`src/rtl/ctsf_pkg.sv`:
```
`timescale 1ns / 1ps
// ----------------------------------------------------------------------------
// ctsf_pkg - shared definitions for the CRF talker timestamp framer
// Field widths, register indexes, reset values and the command/status
// bundles passed between the controller and the datapath.
// ----------------------------------------------------------------------------
package ctsf_pkg;

  // Frame length default
  localparam int FRAME_TIMESTAMPS_DEF = 6;

  // Field widths
  localparam int TS_W     = 64;
  localparam int PER_W    = 32;
  localparam int CFG_W    = 27;
  localparam int SLOT_W   = 3;
  localparam int M_DATA_W = 72;  // timestamp + slot, padded to whole bytes

  // Configuration registers
  localparam int CFG_IDX_W = 1;
  localparam logic [CFG_IDX_W-1:0] CFG_NOMINAL_PERIOD = 1'd0;
  localparam logic [CFG_IDX_W-1:0] CFG_TRANSIT_OFFSET = 1'd1;

  localparam logic [CFG_W-1:0] NOMINAL_PERIOD_RESET = 27'd3333333;
  localparam logic [CFG_W-1:0] TRANSIT_OFFSET_RESET = 27'd2000000;

  // Datapath step commands from the controller
  typedef struct packed {
    logic load_edge;  // capture edge, form period since previous edge
    logic rd_en;      // registered buffer read
    logic do_mag;     // distance of period from nominal
    logic do_per;     // update measured period when within tolerance
    logic do_ts1;     // edge + offset, period multiple
    logic do_ts2;     // presentation time and expected time
    logic do_chk;     // difference to expected time
    logic do_abs;     // magnitude of that difference
    logic mem_we;     // append presentation time to the frame buffer
    logic load_out;   // load the output register from read data
    logic out_last;   // final entry of the frame
  } ctsf_cmd_t;

  // Datapath status back to the controller
  typedef struct packed {
    logic cont_ok;    // new time follows the previous entry within tolerance
  } ctsf_status_t;

endpackage

```
`src/rtl/ctsf_ctrl.sv`:
```
`timescale 1ns / 1ps
// ----------------------------------------------------------------------------
// ctsf_ctrl - sequencing controller
// Steps each edge through the datapath, keeps the frame fill count and
// drains a full frame one transfer at a time.
// ----------------------------------------------------------------------------
module ctsf_ctrl
  import ctsf_pkg::*;
#(
  parameter int FRAME_TIMESTAMPS = FRAME_TIMESTAMPS_DEF,
  parameter int IDX_W            = $clog2(FRAME_TIMESTAMPS)
) (
  input  logic             clk,
  input  logic             rst,
  input  logic             s_tvalid,
  output logic             s_tready,
  output logic             m_tvalid,
  input  logic             m_tready,
  output ctsf_cmd_t        cmd,
  input  ctsf_status_t     st,
  output logic [IDX_W-1:0] rd_addr,
  output logic [IDX_W-1:0] wr_addr,
  output logic [IDX_W-1:0] slot_idx
);

  localparam int CNT_W = $clog2(FRAME_TIMESTAMPS + 1);
  localparam logic [IDX_W-1:0] LAST_IDX  = IDX_W'(FRAME_TIMESTAMPS - 1);
  localparam logic [CNT_W-1:0] LAST_FILL = CNT_W'(FRAME_TIMESTAMPS - 1);

  typedef enum logic [3:0] {
    S_IDLE, S_MAG, S_PER, S_TS1, S_TS2, S_CHK, S_ABS, S_TEST,
    S_RD, S_LOAD, S_SEND
  } state_t;

  state_t           state;
  logic [CNT_W-1:0] fill;
  logic [IDX_W-1:0] drain_idx;
  logic [IDX_W-1:0] prev_idx;
  logic             s_accept;
  logic             take;

  assign s_tready = (state == S_IDLE);
  assign s_accept = s_tvalid && s_tready;
  assign prev_idx = (fill == '0) ? '0 : IDX_W'(fill - 1'b1);
  // first entry of a frame is taken without a continuity test
  assign take     = (fill == '0) || st.cont_ok;
  assign wr_addr  = IDX_W'(fill);
  assign slot_idx = drain_idx;

  // Decode datapath commands from the state
  always_comb begin
    cmd     = '0;
    rd_addr = prev_idx;
    unique case (state)
      S_IDLE: begin
        cmd.load_edge = s_accept;
        cmd.rd_en     = s_accept;
      end
      S_MAG:  cmd.do_mag = 1'b1;
      S_PER:  cmd.do_per = 1'b1;
      S_TS1:  cmd.do_ts1 = 1'b1;
      S_TS2:  cmd.do_ts2 = 1'b1;
      S_CHK:  cmd.do_chk = 1'b1;
      S_ABS:  cmd.do_abs = 1'b1;
      S_TEST: cmd.mem_we = take;
      S_RD: begin
        cmd.rd_en = 1'b1;
        rd_addr   = drain_idx;
      end
      S_LOAD: begin
        cmd.load_out = 1'b1;
        cmd.out_last = (drain_idx == LAST_IDX);
      end
      S_SEND: ;
      default: ;
    endcase
  end

  // Hold state, fill count, drain index and output valid
  always_ff @(posedge clk) begin
    if (rst) begin
      state     <= S_IDLE;
      fill      <= '0;
      drain_idx <= '0;
      m_tvalid  <= 1'b0;
    end else begin
      unique case (state)
        S_IDLE: if (s_accept) state <= S_MAG;
        S_MAG:  state <= S_PER;
        S_PER:  state <= S_TS1;
        S_TS1:  state <= S_TS2;
        S_TS2:  state <= S_CHK;
        S_CHK:  state <= S_ABS;
        S_ABS:  state <= S_TEST;
        S_TEST: begin
          if (!take) begin
            // drop the frame collected so far
            fill  <= '0;
            state <= S_IDLE;
          end else if (fill == LAST_FILL) begin
            fill      <= '0;
            drain_idx <= '0;
            state     <= S_RD;
          end else begin
            fill  <= fill + 1'b1;
            state <= S_IDLE;
          end
        end
        S_RD:   state <= S_LOAD;
        S_LOAD: begin
          m_tvalid <= 1'b1;
          state    <= S_SEND;
        end
        S_SEND: begin
          if (m_tready) begin
            m_tvalid <= 1'b0;
            if (drain_idx == LAST_IDX) begin
              state <= S_IDLE;
            end else begin
              drain_idx <= drain_idx + 1'b1;
              state     <= S_RD;
            end
          end
        end
        default: state <= S_IDLE;
      endcase
    end
  end

endmodule

```
`src/rtl/ctsf_datapath.sv`:
```
`timescale 1ns / 1ps
// ----------------------------------------------------------------------------
// ctsf_datapath - period tracking, presentation time and frame buffer
// Holds the configuration registers, the previous edge, the measured period,
// the frame buffer memory and the output register.
// ----------------------------------------------------------------------------
module ctsf_datapath
  import ctsf_pkg::*;
#(
  parameter int FRAME_TIMESTAMPS = FRAME_TIMESTAMPS_DEF,
  parameter int IDX_W            = $clog2(FRAME_TIMESTAMPS)
) (
  input  logic                 clk,
  input  logic                 rst,
  input  logic                 cfg_we,
  input  logic [CFG_IDX_W-1:0] cfg_index,
  input  logic [CFG_W-1:0]     cfg_data,
  input  logic [TS_W-1:0]      edge_in,
  input  ctsf_cmd_t            cmd,
  output ctsf_status_t         st,
  input  logic [IDX_W-1:0]     rd_addr,
  input  logic [IDX_W-1:0]     wr_addr,
  input  logic [IDX_W-1:0]     slot_idx,
  output logic [TS_W-1:0]      out_ts,
  output logic [SLOT_W-1:0]    out_slot,
  output logic                 out_last
);

  localparam int MUL_W = PER_W + $clog2(FRAME_TIMESTAMPS);
  localparam int T27_W = CFG_W + 4;
  localparam int T32_W = PER_W + 4;

  logic [CFG_W-1:0] nominal;
  logic [CFG_W-1:0] offset;
  logic [TS_W-1:0]  prev_edge;
  logic [PER_W-1:0] meas_per;

  logic [TS_W-1:0]  edge_r;
  logic [TS_W-1:0]  cur_r;
  logic [TS_W-1:0]  mag_r;
  logic [TS_W-1:0]  part_r;
  logic [MUL_W-1:0] prod_r;
  logic [TS_W-1:0]  ts_r;
  logic [TS_W-1:0]  expect_r;
  logic [TS_W-1:0]  diff_r;
  logic [TS_W-1:0]  rd_data;
  logic [TS_W-1:0]  mem [FRAME_TIMESTAMPS];

  logic [TS_W-1:0]  nom64;
  logic [T27_W-1:0] ten27;
  logic [T32_W-1:0] ten32;
  logic             per_ok;

  assign nom64 = TS_W'(nominal);

  // Tolerance: |d| below the period and ten times |d| below the period
  assign ten27  = (T27_W'(mag_r[CFG_W-1:0]) << 3) + (T27_W'(mag_r[CFG_W-1:0]) << 1);
  assign per_ok = (mag_r < nom64) && (ten27 < T27_W'(nominal));

  assign ten32      = (T32_W'(mag_r[PER_W-1:0]) << 3) + (T32_W'(mag_r[PER_W-1:0]) << 1);
  assign st.cont_ok = (mag_r < TS_W'(meas_per)) && (ten32 < T32_W'(meas_per));

  // Configuration and tracked edge state
  always_ff @(posedge clk) begin
    if (rst) begin
      nominal   <= NOMINAL_PERIOD_RESET;
      offset    <= TRANSIT_OFFSET_RESET;
      prev_edge <= '0;
      meas_per  <= '0;
    end else begin
      if (cfg_we) begin
        unique case (cfg_index)
          CFG_NOMINAL_PERIOD: nominal <= cfg_data;
          CFG_TRANSIT_OFFSET: offset  <= cfg_data;
          default: ;
        endcase
      end
      if (cmd.load_edge) prev_edge <= edge_in;
      if (cmd.do_per && per_ok) meas_per <= cur_r[PER_W-1:0];
    end
  end

  // Arithmetic steps, frame buffer and output register
  always_ff @(posedge clk) begin
    if (cmd.load_edge) begin
      edge_r <= edge_in;
      cur_r  <= edge_in - prev_edge;
    end
    if (cmd.do_mag) begin
      mag_r <= (cur_r >= nom64) ? (cur_r - nom64) : (nom64 - cur_r);
    end
    if (cmd.do_ts1) begin
      part_r <= edge_r + TS_W'(offset);
      prod_r <= MUL_W'(meas_per) * MUL_W'(FRAME_TIMESTAMPS - 1);
    end
    if (cmd.do_ts2) begin
      ts_r     <= part_r + TS_W'(prod_r);
      expect_r <= rd_data + TS_W'(meas_per);
    end
    if (cmd.do_chk) diff_r <= ts_r - expect_r;
    if (cmd.do_abs) mag_r <= diff_r[TS_W-1] ? (TS_W'(0) - diff_r) : diff_r;
    if (cmd.rd_en) rd_data <= mem[rd_addr];
    if (cmd.mem_we) mem[wr_addr] <= ts_r;
    if (cmd.load_out) begin
      out_ts   <= rd_data;
      out_slot <= SLOT_W'(slot_idx);
      out_last <= cmd.out_last;
    end
  end

endmodule

```
`src/rtl/crf_talker_timestamp_framer_unit.sv`:
```
`timescale 1ns / 1ps
// ----------------------------------------------------------------------------
// crf_talker_timestamp_framer_unit - CRF talker timestamp framer
// Turns media clock edge times into presentation times and emits them in
// frames of FRAME_TIMESTAMPS entries once a continuous frame is collected.
// ----------------------------------------------------------------------------
// Edges: the controller steps each edge through seven datapath stages
//   after the transfer before s_tready returns; no new edge is taken before then.
// Results: a completing edge is tested, then the frame's first result is read
//   from the buffer and loaded before it is on offer; the frame then drains one
//   result at a time (buffer read, load, send), held while m_tready is low.
//   No edge is taken while draining.
// Reset: synchronous; clears fill count, previous edge and measured period,
//   and restores the register reset values. No clearing pass is needed.
module crf_talker_timestamp_framer_unit
  import ctsf_pkg::*;
#(
  parameter int FRAME_TIMESTAMPS = FRAME_TIMESTAMPS_DEF
) (
  input  logic                 clk,
  input  logic                 rst,
  input  logic                 cfg_we,
  input  logic [CFG_IDX_W-1:0] cfg_index,
  input  logic [CFG_W-1:0]     cfg_data,
  input  logic                 s_tvalid,
  output logic                 s_tready,
  input  logic [TS_W-1:0]      s_tdata,   // [63:0] edge_time_ns
  output logic                 m_tvalid,
  input  logic                 m_tready,
  output logic [M_DATA_W-1:0]  m_tdata,   // [63:0] frame_timestamp, [66:64] slot
  output logic                 m_tlast    // last_of_frame
);

  localparam int IDX_W = $clog2(FRAME_TIMESTAMPS);

  ctsf_cmd_t         cmd;
  ctsf_status_t      st;
  logic [IDX_W-1:0]  rd_addr;
  logic [IDX_W-1:0]  wr_addr;
  logic [IDX_W-1:0]  slot_idx;
  logic [TS_W-1:0]   out_ts;
  logic [SLOT_W-1:0] out_slot;

  ctsf_ctrl #(
    .FRAME_TIMESTAMPS (FRAME_TIMESTAMPS),
    .IDX_W            (IDX_W)
  ) u_ctrl (
    .clk      (clk),
    .rst      (rst),
    .s_tvalid (s_tvalid),
    .s_tready (s_tready),
    .m_tvalid (m_tvalid),
    .m_tready (m_tready),
    .cmd      (cmd),
    .st       (st),
    .rd_addr  (rd_addr),
    .wr_addr  (wr_addr),
    .slot_idx (slot_idx)
  );

  ctsf_datapath #(
    .FRAME_TIMESTAMPS (FRAME_TIMESTAMPS),
    .IDX_W            (IDX_W)
  ) u_datapath (
    .clk       (clk),
    .rst       (rst),
    .cfg_we    (cfg_we),
    .cfg_index (cfg_index),
    .cfg_data  (cfg_data),
    .edge_in   (s_tdata),
    .cmd       (cmd),
    .st        (st),
    .rd_addr   (rd_addr),
    .wr_addr   (wr_addr),
    .slot_idx  (slot_idx),
    .out_ts    (out_ts),
    .out_slot  (out_slot),
    .out_last  (m_tlast)
  );

  // Pack the result fields
  assign m_tdata = {(M_DATA_W - TS_W - SLOT_W)'(0), out_slot, out_ts};

  // Never take an edge while a result is on offer
  a_no_overlap : assert property (@(posedge clk) disable iff (rst)
    !(s_tready && m_tvalid))
    else $error("edge accepted while a result is pending");

  // An accepted edge occupies the block on the next cycle
  a_busy_after_accept : assert property (@(posedge clk) disable iff (rst)
    (s_tvalid && s_tready) |=> (!s_tready && !m_tvalid))
    else $error("block not busy after edge transfer");

  // The final transfer of a frame returns the block to accepting edges
  a_idle_after_last : assert property (@(posedge clk) disable iff (rst)
    (m_tvalid && m_tready && m_tlast) |=> (s_tready && !m_tvalid))
    else $error("block not ready after last transfer of frame");

endmodule
```
`config.mk`:
```
export PLATFORM = sky130hd
export DESIGN_NAME = crf_talker_timestamp_framer_unit
export DESIGN_NICKNAME = d
export VERILOG_FILES = /design/src/rtl/ctsf_pkg.sv /design/src/rtl/ctsf_ctrl.sv /design/src/rtl/ctsf_datapath.sv /design/src/rtl/crf_talker_timestamp_framer_unit.sv
export SDC_FILE = /design/constraint.sdc
export NUM_CORES = 2
export LEC_CHECK = 0
export ABC_AREA = 1
export BUFFER_PORTS_ARGS = -buffer_cell sky130_fd_sc_hd__buf_2
export CAP_MARGIN = 20
export CORE_MARGIN = 3
export CORE_UTILIZATION = 39
export DETAILED_ROUTE_END_ITERATION = 10
export PLACE_DENSITY = 0.61
export SLEW_MARGIN = 20
export SYNTH_ARGS = -nofsm -noshare
export SYNTH_HDL_FRONTEND = slang
export SYNTH_SLANG_ARGS = --single-unit
```
`constraint.sdc`:
```
create_clock -name clk -period 14.8 [get_ports clk]
set_clock_uncertainty 0.15 [all_clocks]
set_input_delay 0.74 -clock clk [delete_from_list [all_inputs] [get_ports clk]]
set_output_delay 0.74 -clock clk [all_outputs]
set_load 0.02 [all_outputs]
```
==> metrics.txt <==
horizontal die dimension 428 um; Reg2Reg Depth 22; number of endpoints with negative hold slack in the final report 0; Hold Path Sink u_datapath.edge_r[36]$_DFFE_PP_; syn_area_per_cell 8.79 sq um; clock sinks 1160; number of top-level pins 172; unique cell type count in the Yosys netlist 72; layout cells sized above 1 0.0665; antenna-violating nets left 0; proportion of power drawn by the clock network 0.368; gp weighted congestion 0.983; global router's overall resource usage 0.254; clock latency of the later-clocked register in the worst-skew pair 0.82 ns; cell with the most instances after synthesis sky130_fd_sc_hd__nand2_1; FFs w/ async S/R, synth 0; switching portion of total power 0.318; final number of max-transition violations 0; number of placement rows 154; launching element type of the critical path flip-flop; Max Clock Freq 153 MHz; LEAKAGE 0.0319 uW; core region area 176000 sq um; P per Cell Area 117 nW/um^2; average via count per standard cell 5.35; die area 183000 sq um; number of antenna violations at the first check in global routing 20; Yosys reg bits 1160; kind of critical path reg2reg; kind of cell adding the most delay to the critical path simple AND/OR/NAND/NOR gates; routing layer with the top usage in global route met2; count of flip-flops with a built-in enable after synthesis 999; total half-perimeter wirelength after legalization and detailed placement 188000 um; power share of the combinational group 0.207; CP Data Arrival Time 6.82 ns; Worst slew margin 0.272; die extent in y 428 um; GRT met3 Usage 0.0290; GRT met1 Usage 0.349; initial cell density of the core 0.393; switching power of the nets 2910 uW; final total power 9150 uW; post-detailed-routing wire length 239000 um; Crit path buffers/inverters 2; worst hold-check path type in2reg; CP endpoint kind flip-flop; vias 56.8k; RSZ-0062 raised after global routing false; list of cells traversed by the critical path ha_1, nand2_1, nor2_1, and3_1, nand2_1, nand2_1, a21oi_1, o21ai_0, xor2_1, ha_1, nand2_1, inv_1, o21ai_0, nand2_1, a41oi_1, nand2_1, nand2_1, nand4_1, a21oi_1, nand2_1, nor2_4, buf_4; remaining routing DRC violations 0; count of TritonRoute iterations in the first routing pass 6; number of warnings reported in the yosys synthesis log 0; final clock period utilization by the worst path 0.443; deepest clock path buffer count 3; Crit Path Max Fanout 42; clock-pin slew on the worst setup and hold paths 0.06 ns; multi-input combinational cell area 31600 sq um; cell with the largest stage delay on the worst path sky130_fd_sc_hd__nor2_4; minimum clock period after layout 6.56 ns; most instantiated cells after synthesis sky130_fd_sc_hd__nand2_1 (1324), sky130_fd_sc_hd__inv_1 (1059), sky130_fd_sc_hd__nor2_1 (1054); Internal 6240 uW; area leader, netlist sky130_fd_sc_hd__edfxtp_1; met2 routing resource usage after global routing 0.416; count of filler cells inserted in the layout 17.3k; Worst path most repeated cell sky130_fd_sc_hd__nand2_1; TritonCTS clock tree done; vias in the first global route 56.0k; storage element area 33200 sq um; CTS Buf Count 137; largest cells by area after synthesis sky130_fd_sc_hd__edfxtp_1 (43%), sky130_fd_sc_hd__ha_1 (8.7%), sky130_fd_sc_hd__nand2_1 (7.2%); maxcap violations 0; proportion of netlist area held by the largest area contributor 0.432; startpoint of the most critical hold path s_tdata[36]; Congestion Overflow GR 0; slowest cell delay on critical path 0.69 ns; cell depth of the worst min-delay path 1; synthesis-to-finish area growth 12.5%; Worst-Margin Slew 1.09 ns; beginning of the critical path u_datapath.mag_r[12]$_DFFE_PP_; cell area after synthesis 69400 sq um; data required time at the worst endpoint 15.07 ns; Seq pwr share 0.425; capture point of the worst reg-to-reg path u_datapath.mem[2][5]$_DFFE_PP_; largest net degree at the start of global routing 131; clock root buffer sky130_fd_sc_hd__clkbuf_16; Max IR drop VDD 0.120 mV; final sum of negative setup slack 0 ns; most frequently used flop master after synthesis sky130_fd_sc_hd__edfxtp_1; outcome finished, final reports clean; number of buffers inserted by port buffering 166; global-route wire length before repair 350000 um; setup-violating endpoint count in the final report 0; H-tree lvl count 4; DRC violation total after the first TritonRoute iteration 4807; Mapped Cells 7899; register-to-register path setup slack 8.24 ns; number of nets in the layout 8752; r2r startpoint u_datapath.mag_r[12]$_DFFE_PP_; sequential element share of the synthesized area 0.479; average routed wire per standard cell 22.4 um
metal layers:
layer / routed length (um) / share of wire
met1: 108000 / 0.45
met2: 110000 / 0.46
met3: 12200 / 0.051
met4: 8190 / 0.034
met5: 0 / 0
power groups by stage:
stage	Clock [uW]	Sequential [uW]	Combinational, uW
global placement	0	3950	1860
floorplan	0	3890	1230
finish	3370	3880	1900
CTS	3430	3880	1880
global route	3560	3900	2100
detailed placement	0	3950	1850
cell type report:
| cell class | instances | area share |
|---|---|---|
| Sequential cell | 1160 | 0.425 |
| Multi-Input combinational cell | 5519 | 0.404 |
| Inverter | 1073 | 0.0517 |
| Clock buffer | 179 | 0.0479 |
| Tap cell | 2340 | 0.0375 |
| Timing Repair Buffer | 272 | 0.0231 |
| Clock inverter | 71 | 0.00991 |
| Antenna cell | 12 | 0.000384 |
state kept, by name (all words and copies together) (netlist names), 32 cells and up:
register              cells
u_datapath.out_ts        64
u_datapath.part_r        64
u_datapath.cur_r         64
u_datapath.meas_per      32
u_datapath.expect_r      64
u_datapath.diff_r        64
u_datapath.mem          384
u_datapath.edge_r        64
u_datapath.prev_edge     64
u_datapath.ts_r          64
u_datapath.mag_r         64
u_datapath.rd_data       64
u_datapath.prod_r        35
cell usage in the layout, fill, tap and decap left out, types with 161 or more instances in the layout:
master / netlist / final
sky130_fd_sc_hd__buf_2: 13 / 166
sky130_fd_sc_hd__ha_1: 483 / 483
sky130_fd_sc_hd__nand3_1: 216 / 216
sky130_fd_sc_hd__nand2_1: 1324 / 1321
sky130_fd_sc_hd__a21oi_1: 651 / 651
sky130_fd_sc_hd__xor2_1: 254 / 254
sky130_fd_sc_hd__edfxtp_1: 999 / 999
sky130_fd_sc_hd__nor2_1: 1054 / 1045
sky130_fd_sc_hd__o21ai_0: 485 / 483
sky130_fd_sc_hd__dfxtp_1: 161 / 161
sky130_fd_sc_hd__inv_1: 1059 / 1055
what timing repair did:
item | CTS | global route
gates resized for setup | 0 | 0
buffers inserted | 0 | 0
hold endpoints to repair | 67 | 0
hold buffers | 67 | 0
logic make-up after synthesis:
family,after synthesis,synth area share
XOR/XNOR,399,0.0503
adder cells (fa/ha/maj),492,0.0897
AO/OA/AOI/OAI,1664,0.137
flip-flops,1160,0.479
AND/OR/NAND/NOR,2959,0.176
other,1,0.0000540
buffers and inverters,1224,0.0685
per-stage QoR:
step | cells | worst slack, ns | util | area (sq um) | hold WS (ns)
finish | 10600 | 8.24 | 0.443 | 78100 | 0.0643
floorplan | 7903 | 6.40 | - | 69400 | 0.276
CTS | 10600 | 8.05 | 0.442 | 78100 | 0.00138
global route | 10600 | 7.68 | 0.443 | 78100 | 0.0281
global placement | 10300 | 8.04 | 0.413 | 72900 | 0.298
detailed placement | 10300 | 8.08 | 0.413 | 72900 | 0.304
how the worst max path moves through the flow:
| stage | cells past startpoint | slack, ns | to |
|---|---|---|---|
| final | 22 | 8.24 | u_datapath.mem[2][5]$_DFFE_PP_ |
| after global routing | 24 | 7.68 | u_datapath.mem[2][1]$_DFFE_PP_ |
| after CTS | 22 | 8.05 | u_datapath.mem[2][1]$_DFFE_PP_ |
| after detailed placement | 24 | 8.08 | u_datapath.mem[2][5]$_DFFE_PP_ |
| after global placement | 22 | 8.04 | u_datapath.mem[2][0]$_DFFE_PP_ |
| after floorplan | 26 | 6.40 | u_datapath.mem[1][0]$_DFFE_PP_ |
(Power assumes the default switching activity.)
